$ cat config.mk
export PLATFORM = sky130hd
export DESIGN_NAME = line_rasterizer
export DESIGN_NICKNAME = d
export VERILOG_FILES = /design/src/rtl/core/lr_pkg.sv /design/src/rtl/core/lr_ctrl.sv /design/src/rtl/core/lr_datapath.sv /design/src/rtl/core/line_rasterizer.sv
export SDC_FILE = /design/constraint.sdc
export NUM_CORES = 1
export LEC_CHECK = 0
export BUFFER_PORTS_ARGS = -buffer_cell sky130_fd_sc_hd__buf_4
export CORE_AREA = 2 2 147 149
export CTS_BUF_LIST = sky130_fd_sc_hd__clkbuf_16
export DETAILED_ROUTE_END_ITERATION = 10
export DIE_AREA = 0 0 149 151
export PLACE_DENSITY = 0.37
export SLEW_MARGIN = 30
export SYNTH_ARGS = -nofsm -noshare
export SYNTH_HDL_FRONTEND = slang
export SYNTH_SLANG_ARGS = --single-unit
$ cat constraint.sdc
create_clock -name i_clk -period 6.8 [get_ports i_clk]
set_input_delay 0 -clock i_clk [delete_from_list [all_inputs] [get_ports i_clk]]
set_output_delay 0 -clock i_clk [all_outputs]
set_load 0.01 [all_outputs]
$ cat src/rtl/core/lr_pkg.sv
// ----------------------------------------------------------------------------
// lr_pkg: shared types and constants for the line rasterizer
// Field widths, canvas limits and the controller/datapath interface structs.
// ----------------------------------------------------------------------------
`default_nettype none

package lr_pkg;

    localparam int X_W = 6;
    localparam int Y_W = 5;
    localparam int ERR_W = 9;

    localparam int CW_W = 7;
    localparam int CH_W = 6;
    localparam int CFG_DATA_W = 7;
    localparam int CFG_IDX_W = 1;

    // largest canvas the compare accepts; larger register values saturate
    localparam int MAX_COLS = 64;
    localparam int MAX_ROWS = 32;
    localparam int LIM_W = 11;

    localparam logic [CW_W-1:0] CANVAS_WIDTH_RST = 7'd60;
    localparam logic [CH_W-1:0] CANVAS_HEIGHT_RST = 6'd30;

    localparam logic [CFG_IDX_W-1:0] REG_CANVAS_WIDTH = 1'd0;
    localparam logic [CFG_IDX_W-1:0] REG_CANVAS_HEIGHT = 1'd1;

    typedef struct packed {
        logic load;
        logic emit;
    } t_dp_cmd;

    typedef struct packed {
        logic at_end;
        logic out_free;
    } t_dp_status;

endpackage

`default_nettype wire

$ cat src/rtl/core/lr_ctrl.sv
// ----------------------------------------------------------------------------
// lr_ctrl: line walk controller
// Two-state sequencer: wait for a segment, then step one point per free slot.
// ----------------------------------------------------------------------------
`default_nettype none

module lr_ctrl (
    input  wire                 i_clk,
    input  wire                 i_rst_n,
    input  wire                 i_s_tvalid,
    output logic                o_s_tready,
    input  lr_pkg::t_dp_status  i_status,
    output lr_pkg::t_dp_cmd     o_cmd
);

    localparam logic ST_IDLE = 1'b0;
    localparam logic ST_WALK = 1'b1;

    logic r_state;
    logic n_state;

    always_comb begin
        o_s_tready = (r_state == ST_IDLE);
        o_cmd.load = i_s_tvalid && (r_state == ST_IDLE);
        o_cmd.emit = (r_state == ST_WALK) && i_status.out_free;
        n_state    = r_state;
        case (r_state)
            ST_IDLE: begin
                if (o_cmd.load) begin
                    n_state = ST_WALK;
                end
            end
            ST_WALK: begin
                if (o_cmd.emit && i_status.at_end) begin
                    n_state = ST_IDLE;
                end
            end
            default: begin
                n_state = ST_IDLE;
            end
        endcase
    end

    always_ff @(posedge i_clk) begin
        if (!i_rst_n) begin
            r_state <= ST_IDLE;
        end else begin
            r_state <= n_state;
        end
    end

endmodule

`default_nettype wire

$ cat src/rtl/core/lr_datapath.sv
// ----------------------------------------------------------------------------
// lr_datapath: Bresenham point stepper
// Holds the walk state, the canvas registers and the output word register.
// ----------------------------------------------------------------------------
`default_nettype none

module lr_datapath (
    input  wire                                i_clk,
    input  wire                                i_rst_n,
    input  lr_pkg::t_dp_cmd                    i_cmd,
    output lr_pkg::t_dp_status                 o_status,
    input  wire  [lr_pkg::X_W-1:0]             i_start_x,
    input  wire  [lr_pkg::Y_W-1:0]             i_start_y,
    input  wire  [lr_pkg::X_W-1:0]             i_end_x,
    input  wire  [lr_pkg::Y_W-1:0]             i_end_y,
    input  wire                                i_cfg_we,
    input  wire  [lr_pkg::CFG_IDX_W-1:0]       i_cfg_idx,
    input  wire  [lr_pkg::CFG_DATA_W-1:0]      i_cfg_wdata,
    input  wire                                i_m_tready,
    output logic                               o_m_tvalid,
    output logic [lr_pkg::X_W-1:0]             o_point_x,
    output logic [lr_pkg::Y_W-1:0]             o_point_y,
    output logic                               o_inside_res,
    output logic                               o_last_point
);

    localparam logic [lr_pkg::LIM_W-1:0] COL_CAP = lr_pkg::LIM_W'(lr_pkg::MAX_COLS);
    localparam logic [lr_pkg::LIM_W-1:0] ROW_CAP = lr_pkg::LIM_W'(lr_pkg::MAX_ROWS);

    // canvas registers
    logic [lr_pkg::CW_W-1:0] r_canvas_w;
    logic [lr_pkg::CH_W-1:0] r_canvas_h;

    // walk state
    logic [lr_pkg::X_W-1:0]          r_cur_x;
    logic [lr_pkg::Y_W-1:0]          r_cur_y;
    logic [lr_pkg::X_W-1:0]          r_tgt_x;
    logic [lr_pkg::Y_W-1:0]          r_tgt_y;
    logic [lr_pkg::X_W-1:0]          r_dx;
    logic [lr_pkg::Y_W-1:0]          r_dy;
    logic                            r_sx_neg;
    logic                            r_sy_neg;
    logic signed [lr_pkg::ERR_W-1:0] r_err;

    // load-time spans
    logic [lr_pkg::X_W:0]            w_diff_x;
    logic [lr_pkg::Y_W:0]            w_diff_y;
    logic [lr_pkg::X_W-1:0]          w_dx;
    logic [lr_pkg::Y_W-1:0]          w_dy;

    // step decision
    logic signed [lr_pkg::ERR_W:0]   w_e2;
    logic signed [lr_pkg::ERR_W:0]   w_dx_ext;
    logic signed [lr_pkg::ERR_W:0]   w_dy_ext;
    logic                            w_step_x;
    logic                            w_step_y;
    logic signed [lr_pkg::ERR_W-1:0] n_err;

    logic [lr_pkg::LIM_W-1:0]        w_wlim;
    logic [lr_pkg::LIM_W-1:0]        w_hlim;
    logic                            w_inside;
    logic                            w_at_end;

    always_comb begin
        w_diff_x = {1'b0, i_end_x} - {1'b0, i_start_x};
        w_diff_y = {1'b0, i_end_y} - {1'b0, i_start_y};
        w_dx = w_diff_x[lr_pkg::X_W] ? lr_pkg::X_W'(-w_diff_x) : w_diff_x[lr_pkg::X_W-1:0];
        w_dy = w_diff_y[lr_pkg::Y_W] ? lr_pkg::Y_W'(-w_diff_y) : w_diff_y[lr_pkg::Y_W-1:0];

        w_e2     = {r_err, 1'b0};
        w_dx_ext = $signed({{(lr_pkg::ERR_W + 1 - lr_pkg::X_W){1'b0}}, r_dx});
        w_dy_ext = $signed({{(lr_pkg::ERR_W + 1 - lr_pkg::Y_W){1'b0}}, r_dy});
        w_step_x = (w_e2 > -w_dy_ext);
        w_step_y = (w_e2 < w_dx_ext);
        n_err = r_err
              - (w_step_x ? lr_pkg::ERR_W'(w_dy_ext) : '0)
              + (w_step_y ? lr_pkg::ERR_W'(w_dx_ext) : '0);

        // saturate canvas size to the supported limits
        w_wlim = ({{(lr_pkg::LIM_W - lr_pkg::CW_W){1'b0}}, r_canvas_w} > COL_CAP)
               ? COL_CAP : {{(lr_pkg::LIM_W - lr_pkg::CW_W){1'b0}}, r_canvas_w};
        w_hlim = ({{(lr_pkg::LIM_W - lr_pkg::CH_W){1'b0}}, r_canvas_h} > ROW_CAP)
               ? ROW_CAP : {{(lr_pkg::LIM_W - lr_pkg::CH_W){1'b0}}, r_canvas_h};
        w_inside = ({{(lr_pkg::LIM_W - lr_pkg::X_W){1'b0}}, r_cur_x} < w_wlim)
                && ({{(lr_pkg::LIM_W - lr_pkg::Y_W){1'b0}}, r_cur_y} < w_hlim);
        w_at_end = (r_cur_x == r_tgt_x) && (r_cur_y == r_tgt_y);

        o_status.at_end   = w_at_end;
        o_status.out_free = !o_m_tvalid || i_m_tready;
    end

    // canvas registers
    always_ff @(posedge i_clk) begin
        if (!i_rst_n) begin
            r_canvas_w <= lr_pkg::CANVAS_WIDTH_RST;
            r_canvas_h <= lr_pkg::CANVAS_HEIGHT_RST;
        end else if (i_cfg_we) begin
            case (i_cfg_idx)
                lr_pkg::REG_CANVAS_WIDTH:  r_canvas_w <= i_cfg_wdata[lr_pkg::CW_W-1:0];
                lr_pkg::REG_CANVAS_HEIGHT: r_canvas_h <= i_cfg_wdata[lr_pkg::CH_W-1:0];
                default: begin
                end
            endcase
        end
    end

    // walk registers
    always_ff @(posedge i_clk) begin
        if (i_cmd.load) begin
            r_cur_x  <= i_start_x;
            r_cur_y  <= i_start_y;
            r_tgt_x  <= i_end_x;
            r_tgt_y  <= i_end_y;
            r_dx     <= w_dx;
            r_dy     <= w_dy;
            r_sx_neg <= !(i_start_x < i_end_x);
            r_sy_neg <= !(i_start_y < i_end_y);
            r_err    <= $signed({{(lr_pkg::ERR_W - lr_pkg::X_W){1'b0}}, w_dx})
                      - $signed({{(lr_pkg::ERR_W - lr_pkg::Y_W){1'b0}}, w_dy});
        end else if (i_cmd.emit && !w_at_end) begin
            if (w_step_x) begin
                r_cur_x <= r_sx_neg ? r_cur_x - 1'b1 : r_cur_x + 1'b1;
            end
            if (w_step_y) begin
                r_cur_y <= r_sy_neg ? r_cur_y - 1'b1 : r_cur_y + 1'b1;
            end
            r_err <= n_err;
        end
    end

    // output word register
    always_ff @(posedge i_clk) begin
        if (!i_rst_n) begin
            o_m_tvalid <= 1'b0;
        end else if (i_cmd.emit) begin
            o_m_tvalid <= 1'b1;
        end else if (i_m_tready) begin
            o_m_tvalid <= 1'b0;
        end
    end

    always_ff @(posedge i_clk) begin
        if (i_cmd.emit) begin
            o_point_x    <= r_cur_x;
            o_point_y    <= r_cur_y;
            o_inside_res <= w_inside;
            o_last_point <= w_at_end;
        end
    end

endmodule

`default_nettype wire

$ cat src/rtl/core/line_rasterizer.sv
// ----------------------------------------------------------------------------
// line_rasterizer: Bresenham line walker
// Turns one segment word into the stream of points on the line.
// ----------------------------------------------------------------------------
// A segment word is loaded when it is taken, then the block emits one point
// word per cycle while the output side accepts, from the start point to the
// end point, N = max(|dx|,|dy|)+1 points (1 to 64) per segment. A single
// error-term update produces each point. The input side is ready whenever
// no walk is in progress; the final point may still sit in the output
// register while the next segment is taken. Each point carries a canvas-inside
// flag (tuser) and the end point is marked with tlast. Canvas size registers
// are written through the plain write port; the user must do so only while
// the block is idle, which the block itself does not enforce.
// ----------------------------------------------------------------------------
`default_nettype none

module line_rasterizer (
    input  wire         i_clk,
    input  wire         i_rst_n,

    // segment input
    input  wire         s_axis_tvalid,
    output logic        s_axis_tready,
    // [5:0] start_x, [10:6] start_y, [16:11] end_x, [21:17] end_y, [23:22] zero
    input  wire  [23:0] s_axis_tdata,

    // point output
    output logic        m_axis_tvalid,
    input  wire         m_axis_tready,
    // [5:0] point_x, [10:6] point_y, [15:11] zero
    output logic [15:0] m_axis_tdata,
    // [0] inside_res
    output logic        m_axis_tuser,
    // last_point
    output logic        m_axis_tlast,

    // configuration: index 0 canvas_width, index 1 canvas_height
    input  wire         i_cfg_we,
    input  wire  [lr_pkg::CFG_IDX_W-1:0]  i_cfg_idx,
    input  wire  [lr_pkg::CFG_DATA_W-1:0] i_cfg_wdata
);

    lr_pkg::t_dp_cmd    w_cmd;
    lr_pkg::t_dp_status w_status;

    logic [lr_pkg::X_W-1:0] w_point_x;
    logic [lr_pkg::Y_W-1:0] w_point_y;

    lr_ctrl u_ctrl (
        .i_clk      (i_clk),
        .i_rst_n    (i_rst_n),
        .i_s_tvalid (s_axis_tvalid),
        .o_s_tready (s_axis_tready),
        .i_status   (w_status),
        .o_cmd      (w_cmd)
    );

    lr_datapath u_datapath (
        .i_clk        (i_clk),
        .i_rst_n      (i_rst_n),
        .i_cmd        (w_cmd),
        .o_status     (w_status),
        .i_start_x    (s_axis_tdata[5:0]),
        .i_start_y    (s_axis_tdata[10:6]),
        .i_end_x      (s_axis_tdata[16:11]),
        .i_end_y      (s_axis_tdata[21:17]),
        .i_cfg_we     (i_cfg_we),
        .i_cfg_idx    (i_cfg_idx),
        .i_cfg_wdata  (i_cfg_wdata),
        .i_m_tready   (m_axis_tready),
        .o_m_tvalid   (m_axis_tvalid),
        .o_point_x    (w_point_x),
        .o_point_y    (w_point_y),
        .o_inside_res (m_axis_tuser),
        .o_last_point (m_axis_tlast)
    );

    assign m_axis_tdata = {5'd0, w_point_y, w_point_x};

endmodule

`default_nettype wire

==> results by group <==
Global routing
  – Vias in the first global route: approximately 3.9k
  – First-pass GRT wire length: 20500 um
  – GRT Overall Usage: a little under an eighth
  – Largest net degree at the start of global routing: 50
  – Overflow after GRT: 0
  – Antenna violations before repair: 0

Clock tree
  – CTS max path bufs: 2
  – Quantity of gates resized following cts: 0
  – Worst-path clk slew: 70 ps
  – Clock root buffer: clkbuf_16
  – TritonCTS clock tree: done
  – Setup Fix Bufs, Post-CTS: 0
  – H-tree Lvls: 3
  – CTS Buf Count: 9
  – Clk sinks: 72
  – CTS Hold Bufs: 30
  – Clk Latency, worst-skew pair: 350 ps

Synthesis
  – Register bit total from synthesis: 72
  – Synthesis Warnings: 0
  – Top_reg_cell synth: edfxtp_1
  – Cell area after synthesis: 0.00514 mm2
  – FFs w/ async S/R, synth: 0%
  – EDFF count, synth: 57
  – Mapped Cells: 525
  – Seq/Total Area, Yosys: 39.1%
  – Avg Synthesized Cell Area: 9.79 um2
  – Unique masters post-synth: 51

Timing
  – TNS Setup: 0 ps
  – Crit share post-route: 74.9%
  – Endpoints failing hold: 0
  – RSZ-0062 raised after global routing: false
  – Worst-margin pin slew: 863 ps
  – Min Clock Period, post-route: 5090 ps
  – Worst Skew: about 12 ps
  – Max-slew violation count: 0
  – Final WS setup: about 1700 ps
  – Slew headroom: 42.5%
  – Final setup vio count: 0
  – Max Freq: a little under 200 MHz

Route
  – Post-DRT Antenna Nets: 0
  – Final wirelength: 12600 um
  – DRC Markers: 0
  – Total number of vias: 3822
  – Vias per cell: 4.30
  – Initial DRC Count: 106
  – Routed length per instance: 14.2 um
  – Drt pass-1 iters: 5

Min path
  – HP Class: input port to flip-flop

Setup path
  – Crit path capture type: flip-flop
  – Crit path required time: roughly 6900 ps
  – Worst Setup Path Type: flip-flop to flip-flop
  – Crit-path max FO: 6
  – Worst path arrival time: around 5000 ps
  – Startpoint Class: flip-flop

Run status
  – Status: complete, no violations

Power and ir drop
  – Max VDD drop: between 0.0001 and 0.00015 V
  – Leakage: 2.82 nW
  – Power Dens Cells: 382 mW/mm2

Placement
  – Post-DP HPWL: a little under 10000 um
  – Global placer's final weighted congestion: 0.754
  – Buffers on Ports: 49
  – Post-place setup slack: 1730 ps

Cells and area
  – Antenna Cells: 0
  – Commonest non-fill, non-tap cell in the layout: inv_1
  – Commonest cells after routing, fill and taps aside: 69 x inv_1, 60 x ha_1, 57 x nand2_1, 57 x edfxtp_1, 49 x buf_4
  – Final #Nets: 715
  – Fin util: 30.8%
  – Share of cells above drive strength 1: 11.3%
  – Layout area overhead: 24.6%

Die
  – Die ar.: 0.0225 mm2
  – Starting density of the core: 24.7%
  – Die Y: 151 um
  – Core Region: 0.0208 mm2
  – Die Span X: 149 um
  – IO Count: 57
  – Row Count: 53

Flow run
  – Number of max-cap violations: 0
-- critical path: stages (launching register included) --
cell and delay (ps):
edfxtp_1 450, nor3_1 360, nor3b_1 350, ha_1 310, a21oi_1 160, nor2b_1 70
o21ai_1 120, a221oi_1 90, a311o_1 430, and2_1 220, fa_1 510, inv_1 70
fa_1 460, a21oi_1 220, o211ai_1 150, a2111oi_0 470, a21oi_1 100, xor2_1 170
o22ai_1 100
-- area by class of cell --
cell class,count,area (um2)
inverter,70,264
tap,275,344
multi-input combinational,376,2820
timing repair buffer,79,668
clock inverter,7,72.6
sequential,72,2010
fill,2174,14400
clock buffer,9,225
-- synthesized netlist by cell type (9+ instances only) --
cell type | count | area (um2)
o21ai_1 | 15 | 75.1
xnor2_1 | 22 | 193
a21o_1 | 12 | 90.1
a21oi_1 | 31 | 155
nand2b_1 | 13 | 81.3
dfxtp_1 | 15 | 300
fa_1 | 10 | 200
xor2_1 | 24 | 210
ha_1 | 60 | 751
inv_1 | 69 | 259
edfxtp_1 | 57 | 1710
nand2_1 | 57 | 214
nor2_1 | 19 | 71.3
nand3_1 | 12 | 60.1
and2_1 | 9 | 56.3
-- cells by family after synthesis --
logic type	after synthesis	share of synthesized area, %
compound gates	104	12.9
mux	5	0.998
buf+inv	81	6.28
simple gates	145	13.9
fa+ha+maj	70	18.5
xor+xnor	47	8.15
flops	72	39.1
other cells	1	0.0729
-- registers in the layout (all words and copies together) (netlist names) --
signal and count:
u_datapath.o_m_tvalid 1, u_datapath.r_canvas_h 6, u_datapath.r_sx_neg 1, u_datapath.r_tgt_y 5, u_datapath.r_canvas_w 7, u_ctrl.r_state 1
u_datapath.r_cur_y 5, u_datapath.r_tgt_x 6, u_datapath.o_inside_res 1, u_datapath.r_err 9, u_datapath.r_dy 5, u_datapath.r_dx 6
u_datapath.o_point_y 5, u_datapath.r_sy_neg 1, u_datapath.o_point_x 6, u_datapath.r_cur_x 6, u_datapath.o_last_point 1
-- path summary, 6_finish.rpt --
path | start | to | slack, ps | depth (start not counted)
worst max register to register | u_datapath.r_dy[1] | u_datapath.r_err[8] | 1710 | 18
worst min register to register | u_datapath.r_canvas_w[1] | u_datapath.r_canvas_w[1] | 450 | 2
worst max-delay path | u_datapath.r_dy[1] | u_datapath.r_err[8] | 1710 | 18
worst min-delay path | s_axis_tdata[10] | u_datapath.r_cur_y[4] | 20 | 3
-- power by group --
part           internal [mW]  leakage, nW  switching (mW)
Combinational          0.579         2.00           0.683
Sequential             0.617        0.671          0.0867
Clock                  0.284        0.143           0.199
-- layer usage --
metal / share of wire [%] / wire, um / up-vias / track usage, %
li1: - / - / 1974 / -
met1: 46 / 5760 / 1793 / 14.7
met2: 50 / 6370 / 47 / 21.0
met3: 3.0 / 381 / 8 / 2.98
met4: 0.96 / 121 / 0 / 2.95
met5: 0 / 0 / - / 0
-- per-stage QoR --
step           hold WS [ps]  instances  total power [mW]  cell area (um2)
6_report               17.2        888              2.45             6410
5_1_grt                3.13        888              2.69             6410
4_1_cts                2.14        888              2.49             6410
3_5_place_dp            197        842              1.97             5810
3_3_place_gp            196        842              1.96             5810
2_1_floorplan          98.9        529              1.65             5160
(Power assumes the default switching activity.)
